File: config.mk
export PLATFORM = sky130hd
export DESIGN_NAME = cnfr_ram
export DESIGN_NICKNAME = d
export VERILOG_FILES = /design/src/sv/cnfr_ram.sv
export SDC_FILE = /design/constraint.sdc
export NUM_CORES = 1
export LEC_CHECK = 0
export CORE_MARGIN = 4
export CORE_UTILIZATION = 35
export DETAILED_ROUTE_END_ITERATION = 10
export DONT_BUFFER_PORTS = 1
export GPL_TIMING_DRIVEN = 1
export PLACE_DENSITY = 0.5
export REMOVE_ABC_BUFFERS = 1
export SYNTH_ARGS = -nofsm -noshare
export SYNTH_HDL_FRONTEND = slang
export SYNTH_SLANG_ARGS = --single-unit
File: constraint.sdc
create_clock -name clock -period 2.3 [get_ports clock]
set_input_delay 0.46 -clock clock [delete_from_list [all_inputs] [get_ports clock]]
set_output_delay 0.46 -clock clock [all_outputs]
set_load 0.005 [all_outputs]
File: src/sv/cnfr_ram.sv
// Generic single-port-write, single-port-read RAM with registered read data.
module cnfr_ram #(
   parameter int WIDTH  = 8,
   parameter int DEPTH  = 64,
   parameter int ADDR_W = $clog2(DEPTH)
) (
   input  logic              clock,
   input  logic              wr_en,
   input  logic [ADDR_W-1:0] wr_addr,
   input  logic [WIDTH-1:0]  wr_data,
   input  logic [ADDR_W-1:0] rd_addr,
   output logic [WIDTH-1:0]  rd_data
);

   logic [WIDTH-1:0] mem [DEPTH];
   logic [WIDTH-1:0] rd_data_ff;

   always_ff @(posedge clock) begin
      if (wr_en) begin
         mem[wr_addr] <= wr_data;
      end
      rd_data_ff <= mem[rd_addr];
   end

   assign rd_data = rd_data_ff;

endmodule

# Yosys cells after proc, flatten, opt, wreduce, memory -nomap -nowiden
# Memory sizes are Yosys's and may differ from the RTL's. A register that Yosys moved wholly into a read port is not among the register bits.
# Cells that the tools add are included.
# word_totals
regBits,0
mem_bits_rw,512
inputBits,22
word_cells,3
mem_count,1
# mem_list
name,depth,width,read_ports,rd_ports_with_merged_regs,write_ports,line,source
mem,64,8,1,1,1,15,logic [WIDTH-1:0] mem [DEPTH];
# op_classes
muxes,2
# op_table
cell,count
two-way mux 1 bit,2

# Longest topological paths before layout
# Gate-level depths: netlist of run 1.
# logic_depth
ltp_word,2
ltp_mapped,9
ltp_nobuf,5

# Worst setup path after synthesis of run 1
# OpenSTA, ideal clock, no wires.
# synth_timing
kind,input -> register
startpoint,input rd_addr[1]
endpoint,"register rd_data_ff[3], in the netlist rd_data[3], read port of mem"
setup_time_ps,128
t_arrival_ps,2000
required_time_ps,2172
path_slack_ps,172
stages,7
path_buffers,3
cell_sequence,buf_4 buf_2 buf_2 mux4_2 mux4_2 o21ai_1 o41ai_1
# synth_lines
item,line,source
from (decl),11,"input logic [ADDR_W-1:0] rd_addr,"
to (decl),16,logic [WIDTH-1:0] rd_data_ff;

==> results of run 1 <==
-- routing by layer --
layer	global-route usage	up-vias
met3	0.04489	68
met2	0.2451	223
met1	0.2329	5111
li1	-	4132
met4	0.03634	2
met5	0	-
-- metrics by stage --
step / setup WS, ns / hold slack [ns]
2_1_floorplan: 0.4786 / 0.5589
3_3_place_gp: -0.2041 / 0.5648
3_5_place_dp: -0.2110 / 0.5632
4_1_cts: 0.1319 / 0.01206
5_1_grt: 0.06675 / 0.03592
6_report: 0.1535 / 0.04558
-- cells by family (layout without fill, tap and decap cells) --
family,after synthesis,count (layout),synth area share
buf+inv,51,195,0.01570
flops,520,520,0.7703
compound gates,54,54,0.02072
mux,162,162,0.1594
simple gates,153,153,0.03387
-- state kept, by name, summed over array words and instances (netlist names) --
register,cells
rd_data,8
mem,512
-- power by group --
part           leakage [nW]  switching, W  internal (W)
combinational          1.84      0.000389      0.000369
clock                 0.921       0.00361       0.00558
sequential             4.67     0.0000417        0.0105
-- cell type report --
class                   instances  share of cell area
clock buffers                  65             0.06123
repair buffers                 96             0.03760
flip-flops and latches        520              0.6594
clock inverters                34             0.01843
well taps                     756             0.04015
multi-input cells             369              0.1832
-- layout by cell type (no fill, tap or decap), types with 3 or more instances in the layout --
master	n
nand3_1	13
clkbuf_8	5
nand2b_1	7
clkbuf_1	6
o2111ai_1	3
nand2_1	19
nand3b_1	3
bufinv_16	10
mux2i_1	23
dfxtp_1	8
a211oi_1	4
nor3_1	7
clkinv_1	8
clkbuf_16	54
mux4_2	126
o221ai_1	8
edfxtp_1	512
clkinv_2	11
a21oi_1	3
buf_16	8
nor2b_1	14
mux2_2	13
o2bb2ai_1	3
nor2_1	83
a22oi_1	3
o22ai_1	8
buf_4	86
a221oi_1	6
-- cells in the mapped netlist (all sizes together) --
cell,count,share of area
nor3,7,0.0017
a2111oi,2,0.00087
a31oi,1,0.00031
nand2b,7,0.0022
nor2,83,0.015
mux2i,23,0.011
o221ai,8,0.0035
nor4,2,0.00062
o2111ai,3,0.0013
mux4,126,0.14
o21a,2,0.00074
o22ai,8,0.0025
o221a,2,0.0011
a21oi,3,0.00074
clkbuf,17,0.0032
nand2,19,0.0035
o2bb2ai,3,0.0013
nor2b,14,0.0043
a211oi,4,0.0015
buf,34,0.013
nand4,2,0.00062
nand3b,3,0.0011
edfxtp,512,0.76
and2,1,0.00031
mux2,13,0.0073
a221oi,6,0.0026
o21ai,4,0.00099
nand3,13,0.0032
o41ai,2,0.00087
a22oi,3,0.0011
o32ai,2,0.00087
dfxtp,8,0.0079
or3,1,0.00031
nand4b,1,0.00043
o311ai,1,0.00043
-- final timing paths --
kind / from / slack (ns) / endpoint / cells past startpoint
setup / recovery: mem[0][3]$_DFFE_PP_ / 0.15 / rd_data[3]$_DFF_P_ / 5
hold / removal: rd_addr[5] / 0.05 / rd_data[4]$_DFF_P_ / 2
setup reg to reg: mem[0][3]$_DFFE_PP_ / 0.15 / rd_data[3]$_DFF_P_ / 5
hold reg to reg: mem[35][1]$_DFFE_PP_ / 0.84 / rd_data[1]$_DFF_P_ / 4
-- timing repair --
item	CTS	global route
endpoints found under the setup margin	1	0
endpoints found under the hold margin	518	0
setup buffers	0	0
hold buffers	10	0
resized for setup	1	0
==> impl_metrics.py, run 1 <==
metrics = {
    "final_layout": {
        "stdcell_area_sq_um": 23560,
        "finalNonFillerCells": 1840,
        "utilization": 0.4154,
        "multi_input_area_sq_um": 4317,
        "nFillCells": 4949,
        "nNetsFinal": 1062,
        "ff_latch_area_sq_um": 15530,
        "syn2layout_area_growth_pct": 16.83,
        "num_antenna_cells": 0,
        "layout-drive-gt1-share": 0.2952,
    },
    "drt": {
        "wl_microns": 48230,
        "firstDrtPassIters": 5,
        "highest_layer": "met5",
        "postRouteAntennaNets": 0,
        "drc": 0,
        "drtIter0Drc": 899,
        "routedWlPerCell_microns": 26.21,
        "via_per_inst": 5.183,
        "wl_met3_microns": 3344,
        "wl_met1_microns": 21880,
        "dr_wl_met2_microns": 22100,
        "num_vias": 9536,
    },
    "synth": {
        "ys_seq_area_frac": 0.7703,
        "postSynthCellCount": 940,
        "yosys_register_bits": 520,
        "syn_area_sq_um": 20170,
        "synth_cell_types": 40,
        "synth_warnings": 0,
        "postSynthAreaPerCell_sq_um": 21.45,
    },
    "die": {
        "dieHeight_microns": 248.0,
        "rows": 87,
        "initial_core_util": 0.3556,
        "coreArea_sq_um": 56710,
        "die_w_microns": 248.0,
        "io_pins": 30,
        "dieArea_sq_um": 61520,
    },
    "global_route": {
        "grt_pass1_vias": 9997,
        "grt_util_all_layers": 0.1610,
        "grt_max_degree": 138,
        "grt_pass1_wl_microns": 71680,
        "antenna_found_initial": 1,
        "grt_overflow_total": 0,
    },
    "critical_path": {
        "slowest_delay_ns": 0.74,
        "path_buf_inv": 1,
        "arrival_ns": 2.60,
        "critPathKind": "reg2reg",
        "worstPathMaxFanout": 1,
        "critPathLaunchType": "flop",
        "crit_required_ns": 2.76,
        "crit_family": "compound AO/OA/AOI/OAI gates",
        "cp-end-kind": "flop",
        "crit_chain": "mux4_2 -> nor2b_1 -> a2111oi_1 -> buf_4 -> o41ai_1",
        "crit_slowest_cell": "a2111oi_1",
    },
    "timing": {
        "maxSlewViolCount": 0,
        "worstMarginPinSlew_ns": 0.7916,
        "fin_setup_tns_ns": 0,
        "post-route-period-util": 0.9333,
        "rsz0062_at_grt": "false",
        "slew_headroom": 0.4709,
        "fmax_mhz": 465.9,
        "fin_crit_ns": 2.147,
        "finalHoldViolCount": 0,
        "setup_viol": 0,
        "skew_ns": 0.02868,
    },
    "outcome": {
        "status": "finished clean",
    },
    "power": {
        "power_density_nw_per_um2": 868.7,
        "ir_drop_mv": 0.5323,
        "totalPowerFinal_w": 0.02047,
        "p_leak_nw": 7.439,
    },
    "placed_design": {
        "port-buffer-count": 0,
        "dp_hpwl_microns": 27390,
        "globalplace.congestion": 0.7651,
        "dpl_cell_area_sq_um": 21440,
        "place_inst": 1731,
    },
    "clock_tree": {
        "clock-sinks": 520,
        "cts-root-buf": "clkbuf_16",
        "cts_tree": "yes",
        "h-tree-depth": 2,
        "clk_latency_ns": 0.60,
        "numCtsBuffers": 53,
        "cts_buffer_depth": 3,
        "clk_pin_slew_ns": 0.07,
    },
    "flow_run": {
        "cap_viol_max_count": 0,
    },
    "min_path": {
        "holdCritPathClass": "in2reg",
    },
}
(Power assumes the default switching activity.)
==> inputs of run 2 (changes only) <==
--- a/config.mk
+++ b/config.mk
@@ -6,11 +6,11 @@
 export NUM_CORES = 1
 export LEC_CHECK = 0
 export CORE_MARGIN = 4
-export CORE_UTILIZATION = 35
+export CORE_UTILIZATION = 63
 export DETAILED_ROUTE_END_ITERATION = 10
 export DONT_BUFFER_PORTS = 1
 export GPL_TIMING_DRIVEN = 1
-export PLACE_DENSITY = 0.5
+export PLACE_DENSITY = 0.8
 export REMOVE_ABC_BUFFERS = 1
 export SYNTH_ARGS = -nofsm -noshare
 export SYNTH_HDL_FRONTEND = slang
==> run 2 against run 1 <==
- clock skew decreased by 0.018 ns
- worst setup slack gained 0.13 ns
- via count grew 4.2%
- cell count decreased by 20%
- register-to-register slack improved by 0.13 ns
- sequential share of layout area increased by 3.0 points
- critical path depth unchanged
- flip-flop and latch count is the same
- count of clock-buffer cells in the layout shrank 5
- hold slack worse by 0.032 ns
==> impl_metrics.py, run 2 (synthesis results as in run 1) <==
metrics = {
    "outcome": {
        "status": "finished clean",
    },
    "flow_run": {
        "cap_viol_max_count": 0,
    },
    "placed_design": {
        "dpl_cell_area_sq_um": 20950,
        "place_inst": 1370,
        "globalplace.congestion": 0.8226,
        "port-buffer-count": 0,
        "dp_hpwl_microns": 24320,
    },
    "timing": {
        "fin_setup_tns_ns": 0,
        "setup_viol": 0,
        "skew_ns": 0.01083,
        "post-route-period-util": 0.8766,
        "worstMarginPinSlew_ns": 0.7461,
        "fmax_mhz": 496.0,
        "maxSlewViolCount": 0,
        "finalHoldViolCount": 0,
        "rsz0062_at_grt": "false",
        "fin_crit_ns": 2.016,
        "slew_headroom": 0.5012,
    },
    "final_layout": {
        "layout_commonest_cell": "edfxtp_1",
        "final_cell_mix": "edfxtp_1 (512), mux4_2 (126), nor2_1 (83)",
        "utilization": 0.7145,
        "finalNonFillerCells": 1471,
        "nNetsFinal": 1056,
        "stdcell_area_sq_um": 22550,
        "largest-register": "mem",
        "largest_reg_flops": 512,
        "layout-drive-gt1-share": 0.2591,
        "num_antenna_cells": 0,
        "syn2layout_area_growth_pct": 11.80,
    },
    "drt": {
        "via_per_inst": 6.755,
        "firstDrtPassIters": 5,
        "wl_microns": 44630,
        "postRouteAntennaNets": 0,
        "drtIter0Drc": 1418,
        "num_vias": 9936,
        "routedWlPerCell_microns": 30.34,
        "drc": 0,
    },
    "critical_path": {
        "path_buf_inv": 0,
        "timing.rr.start": "mem[29][6]$_DFFE_PP_",
        "crit_family": "multiplexers",
        "rr_endpoint": "rd_data[6]$_DFF_P_",
        "crit_slowest_cell": "mux4_2",
        "cp-end-kind": "flop",
        "slowest_delay_ns": 0.52,
        "reg2reg_slack_ns": 0.28,
        "worstPathMaxFanout": 1,
        "critPathLaunchType": "flop",
        "critPathKind": "reg2reg",
        "crit_chain": "mux4_2 -> mux2_2 -> o221a_2 -> nor3_1 -> o32ai_1",
        "arrival_ns": 2.43,
        "crit_required_ns": 2.72,
        "r2r_cells": 5,
    },
    "global_route": {
        "grt_max_degree": 138,
        "grt_pass1_wl_microns": 66110,
        "grt_overflow_total": 0,
        "grt_pass1_vias": 9925,
        "antenna_found_initial": 1,
        "grt_util_all_layers": 0.2568,
    },
    "min_path": {
        "holdCritPathClass": "in2reg",
        "holdPathStages": 0,
        "whs_endpoint": "mem[51][4]$_DFFE_PP_",
        "hp-start": "wr_data[4]",
    },
    "die": {
        "die_w_microns": 186.9,
        "coreArea_sq_um": 31560,
        "rows": 65,
        "io_pins": 30,
        "initial_core_util": 0.6391,
        "dieHeight_microns": 186.9,
        "dieArea_sq_um": 34940,
    },
    "clock_tree": {
        "numCtsBuffers": 49,
        "clk_latency_ns": 0.55,
        "cts-root-buf": "clkbuf_16",
        "cts_buffer_depth": 3,
        "h-tree-depth": 2,
        "clock-sinks": 520,
        "cts_tree": "yes",
        "clk_pin_slew_ns": 0.06,
    },
    "power": {
        "power_density_nw_per_um2": 822.6,
        "totalPowerFinal_w": 0.01855,
        "p_leak_nw": 7.147,
        "ir_drop_mv": 0.7448,
    },
}
==> run 2: layer usage <==
metal / vias up / GRT usage / share of wire
met5: - / 0 / 0.00029
met3: 121 / 0.06383 / 0.12
met4: 2 / 0.08220 / 0.035
met2: 636 / 0.3930 / 0.48
met1: 5077 / 0.3768 / 0.37
li1: 4100 / - / -
==> run 2: area by class of cell <==
type	instances	area (sq um)
flip-flops and latches	520	15530
well taps	402	503.0
clock inverters	26	182.7
repair buffers	94	743.2
multi-input cells	369	4315
fillers	1804	9009
clock buffers	60	1267
==> run 2: per-stage QoR <==
step | hold WS [ns] | setup WS, ns
after floorplan | 0.5589 | 0.4786
final | 0.01404 | 0.2839
after detailed placement | 0.5668 | 0.1277
after global routing | -0.004125 | 0.2458
after global placement | 0.5660 | 0.1829
after CTS | 0.0004514 | 0.2948
==> run 2: power breakdown <==
part           internal (W)  switching (W)
registers            0.0105      0.0000467
clock network       0.00421        0.00320
logic              0.000338       0.000260
total                0.0150        0.00351
==> run 2: timing repair <==
| action | in CTS | in global routing |
|---|---|---|
| hold buffers | 5 | 10 |
| buffers inserted | 0 | 0 |
| gates resized for setup | 0 | 0 |
| endpoints found under the hold margin | 14 | 45 |
==> run 2: worst max path at each step <==
stage	from	end	slack (ns)	depth (start not counted)
after floorplan	rd_addr[0]	rd_data[4]$_DFF_P_	0.48	5
after global placement	rd_addr[1]	rd_data[0]$_DFF_P_	0.18	4
after detailed placement	rd_addr[0]	rd_data[4]$_DFF_P_	0.13	5
after CTS	mem[29][6]$_DFFE_PP_	rd_data[6]$_DFF_P_	0.29	5
after global routing	mem[29][6]$_DFFE_PP_	rd_data[6]$_DFF_P_	0.25	5
final	mem[29][6]$_DFFE_PP_	rd_data[6]$_DFF_P_	0.28	5
==> inputs of run 3 (changes only) <==
--- a/config.mk
+++ b/config.mk
@@ -5,12 +5,13 @@
 export SDC_FILE = /design/constraint.sdc
 export NUM_CORES = 1
 export LEC_CHECK = 0
+export ABC_AREA = 1
 export CORE_MARGIN = 4
-export CORE_UTILIZATION = 63
+export CORE_UTILIZATION = 45
 export DETAILED_ROUTE_END_ITERATION = 10
 export DONT_BUFFER_PORTS = 1
 export GPL_TIMING_DRIVEN = 1
-export PLACE_DENSITY = 0.8
+export PLACE_DENSITY = 0.61
 export REMOVE_ABC_BUFFERS = 1
 export SYNTH_ARGS = -nofsm -noshare
 export SYNTH_HDL_FRONTEND = slang
==> run 3 against run 2 <==
- critical endpoint is now rd_data[5]
- via count rose by 38%
- largest power group unchanged
- final area rose by 6.4%
- critical path type is now reg2out
- flip-flop and latch count did not move
==> impl_metrics.py, run 3 <==
metrics = {
    "outcome": {
        "status": "finished clean",
    },
    "final_layout": {
        "final_cell_mix": "nand2_1 (648), edfxtp_1 (512), nand3_1 (439)",
        "ff_latch_area_sq_um": 15530,
        "layout-drive-gt1-share": 0.09241,
        "layout_commonest_cell": "nand2_1",
        "syn2layout_area_growth_pct": 12.45,
        "multi_input_area_sq_um": 4946,
        "largest_reg_flops": 512,
        "largest-register": "mem",
        "stdcell_area_sq_um": 24000,
        "nNetsFinal": 1863,
        "nFillCells": 4062,
        "num_antenna_cells": 0,
    },
    "power": {
        "combPwrFrac": 0.052,
        "p_sw_w": 0.004365,
        "p_int_w": 0.01570,
        "totalPowerFinal_w": 0.02006,
        "clockPowerShare": 0.423,
        "seq_power_share": 0.525,
        "power_density_nw_per_um2": 836.0,
        "p_leak_nw": 8.681,
        "ir_drop_mv": 0.5475,
        "sw_frac_of_total": 0.2176,
    },
    "die": {
        "dieHeight_microns": 225.8,
        "rows": 79,
        "io_pins": 30,
        "initial_core_util": 0.4564,
        "dieArea_sq_um": 50970,
        "die_w_microns": 225.8,
        "coreArea_sq_um": 46750,
    },
    "global_route": {
        "grt_overflow_total": 0,
        "grt_pass1_vias": 13590,
        "antenna_found_initial": 0,
        "grt_max_degree": 258,
        "grt_pass1_wl_microns": 81990,
        "grt_util_all_layers": 0.2111,
    },
    "timing": {
        "timing.hold.ws_ns": 0.03031,
        "rsz0062_at_grt": "false",
        "post-route-period-util": 0.6891,
        "slew_headroom": 0.6147,
        "finalHoldViolCount": 0,
        "fmax_mhz": 630.9,
        "skew_ns": 0.01802,
        "worstMarginPinSlew_ns": 0.5773,
        "maxSlewViolCount": 0,
        "fin_crit_ns": 1.585,
        "setup_viol": 0,
    },
    "drt": {
        "num_vias": 13750,
        "firstDrtPassIters": 5,
        "drc": 0,
        "postRouteAntennaNets": 0,
        "drtIter0Drc": 1608,
        "via_per_inst": 5.521,
        "wl_microns": 53540,
        "routedWlPerCell_microns": 21.50,
    },
    "critical_path": {
        "cp-end-kind": "output pin",
        "arrival_ns": 1.12,
        "critPathLaunchType": "flop",
        "reg2reg_slack_ns": 0.86,
        "critPathKind": "reg2out",
        "timing.rr.start": "mem[47][6]$_DFFE_PP_",
        "endpoint": "rd_data[5]",
        "worstPathMaxFanout": 1,
        "r2r_cells": 8,
        "rr_endpoint": "rd_data[6]$_DFF_P_",
        "cp_num_cells": 0,
        "setup.worst_path.start": "rd_data[5]$_DFF_P_",
        "crit_required_ns": 1.84,
    },
    "flow_run": {
        "cap_viol_max_count": 0,
    },
    "synth": {
        "yosysMostFrequentCell": "nand2_1",
        "synth_area_leaders": "edfxtp_1 (72%), nand2_1 (11%), nand3_1 (10%)",
        "ys_seq_area_frac": 0.7280,
        "synth_top_area_cell": "edfxtp_1",
        "synthFlopType": "edfxtp_1",
        "postSynthAreaPerCell_sq_um": 11.82,
        "syn_area_sq_um": 21340,
        "synth_cell_types": 16,
        "synth_top_area_frac": 0.7205,
        "async_flop_share": 0,
        "postSynthCellCount": 1805,
        "synth_warnings": 0,
        "yosys_register_bits": 520,
        "synth-edff-count": 512,
        "synth_commonest_cells": "nand2_1 (648), edfxtp_1 (512), nand3_1 (439)",
    },
    "clock_tree": {
        "cts-root-buf": "clkbuf_16",
        "clk_pin_slew_ns": 0.06,
        "clk_latency_ns": 0.61,
        "h-tree-depth": 2,
        "post_cts_resized": 0,
        "cts_tree": "yes",
        "clock-sinks": 520,
        "postCtsSetupRepairBufs": 0,
        "hold_buffers": 9,
        "cts_buffer_depth": 3,
        "numCtsBuffers": 53,
    },
    "placed_design": {
        "dpl_cell_area_sq_um": 22060,
        "dp_hpwl_microns": 29450,
        "globalplace.congestion": 0.8343,
        "port-buffer-count": 0,
    },
    "min_path": {
        "hp-start": "rd_addr[5]",
        "holdCritPathClass": "in2reg",
    },
}
## run 3: how the worst min path moves through the flow
stage | slack [ns] | cells after the start | end
final | 0.03 | 2 | rd_data[5]$_DFF_P_
after global routing | 0.01 | 2 | rd_data[5]$_DFF_P_
after CTS | 0.007 | 2 | rd_data[5]$_DFF_P_
after detailed placement | 0.57 | 0 | mem[55][4]$_DFFE_PP_
after global placement | 0.57 | 0 | mem[53][4]$_DFFE_PP_
after floorplan | 0.56 | 0 | mem[0][0]$_DFFE_PP_
## run 3: per-layer routing
layer  global-route usage  part of all wire
met3              0.04732             0.079
met1               0.2909              0.42
met5                    0                 0
met2               0.3457              0.48
met4              0.04979             0.021
## run 3: kinds of logic after synthesis
family                 Yosys count  synth area share
buffers and inverters          125           0.04022
flip-flops                     520            0.7280
AND/OR/NAND/NOR               1160            0.2318
## run 3: area by class of cell
class / count / share of cell area
well taps: 607 / 0.03165
multi-input cells: 1160 / 0.2061
flip-flops and latches: 520 / 0.6474
clock inverters: 38 / 0.01507
inverters: 12 / 0.002190
repair buffers: 94 / 0.04140
clock buffers: 59 / 0.05621
## run 3: power by group through the flow
| stage | sequential, W | combinational (W) | clock [W] |
|---|---|---|---|
| 2_1_floorplan | 0.0107 | 0.000530 | 0 |
| 3_3_place_gp | 0.0107 | 0.000812 | 0 |
| 3_5_place_dp | 0.0107 | 0.000820 | 0 |
| 4_1_cts | 0.0105 | 0.00103 | 0.00860 |
| 5_1_grt | 0.0105 | 0.00114 | 0.00906 |
| 6_report | 0.0105 | 0.00103 | 0.00849 |
## run 3: per-stage QoR
stage	cells	utilization	setup TNS (ns)	setup WS, ns
floorplan	1692	-	-5.352	-0.6769
global placement	2384	0.4718	0	0.2777
detailed placement	2384	0.4718	0	0.3061
CTS	2490	0.5133	0	0.7105
global route	2490	0.5133	0	0.6890
finish	2490	0.5133	0	0.7151
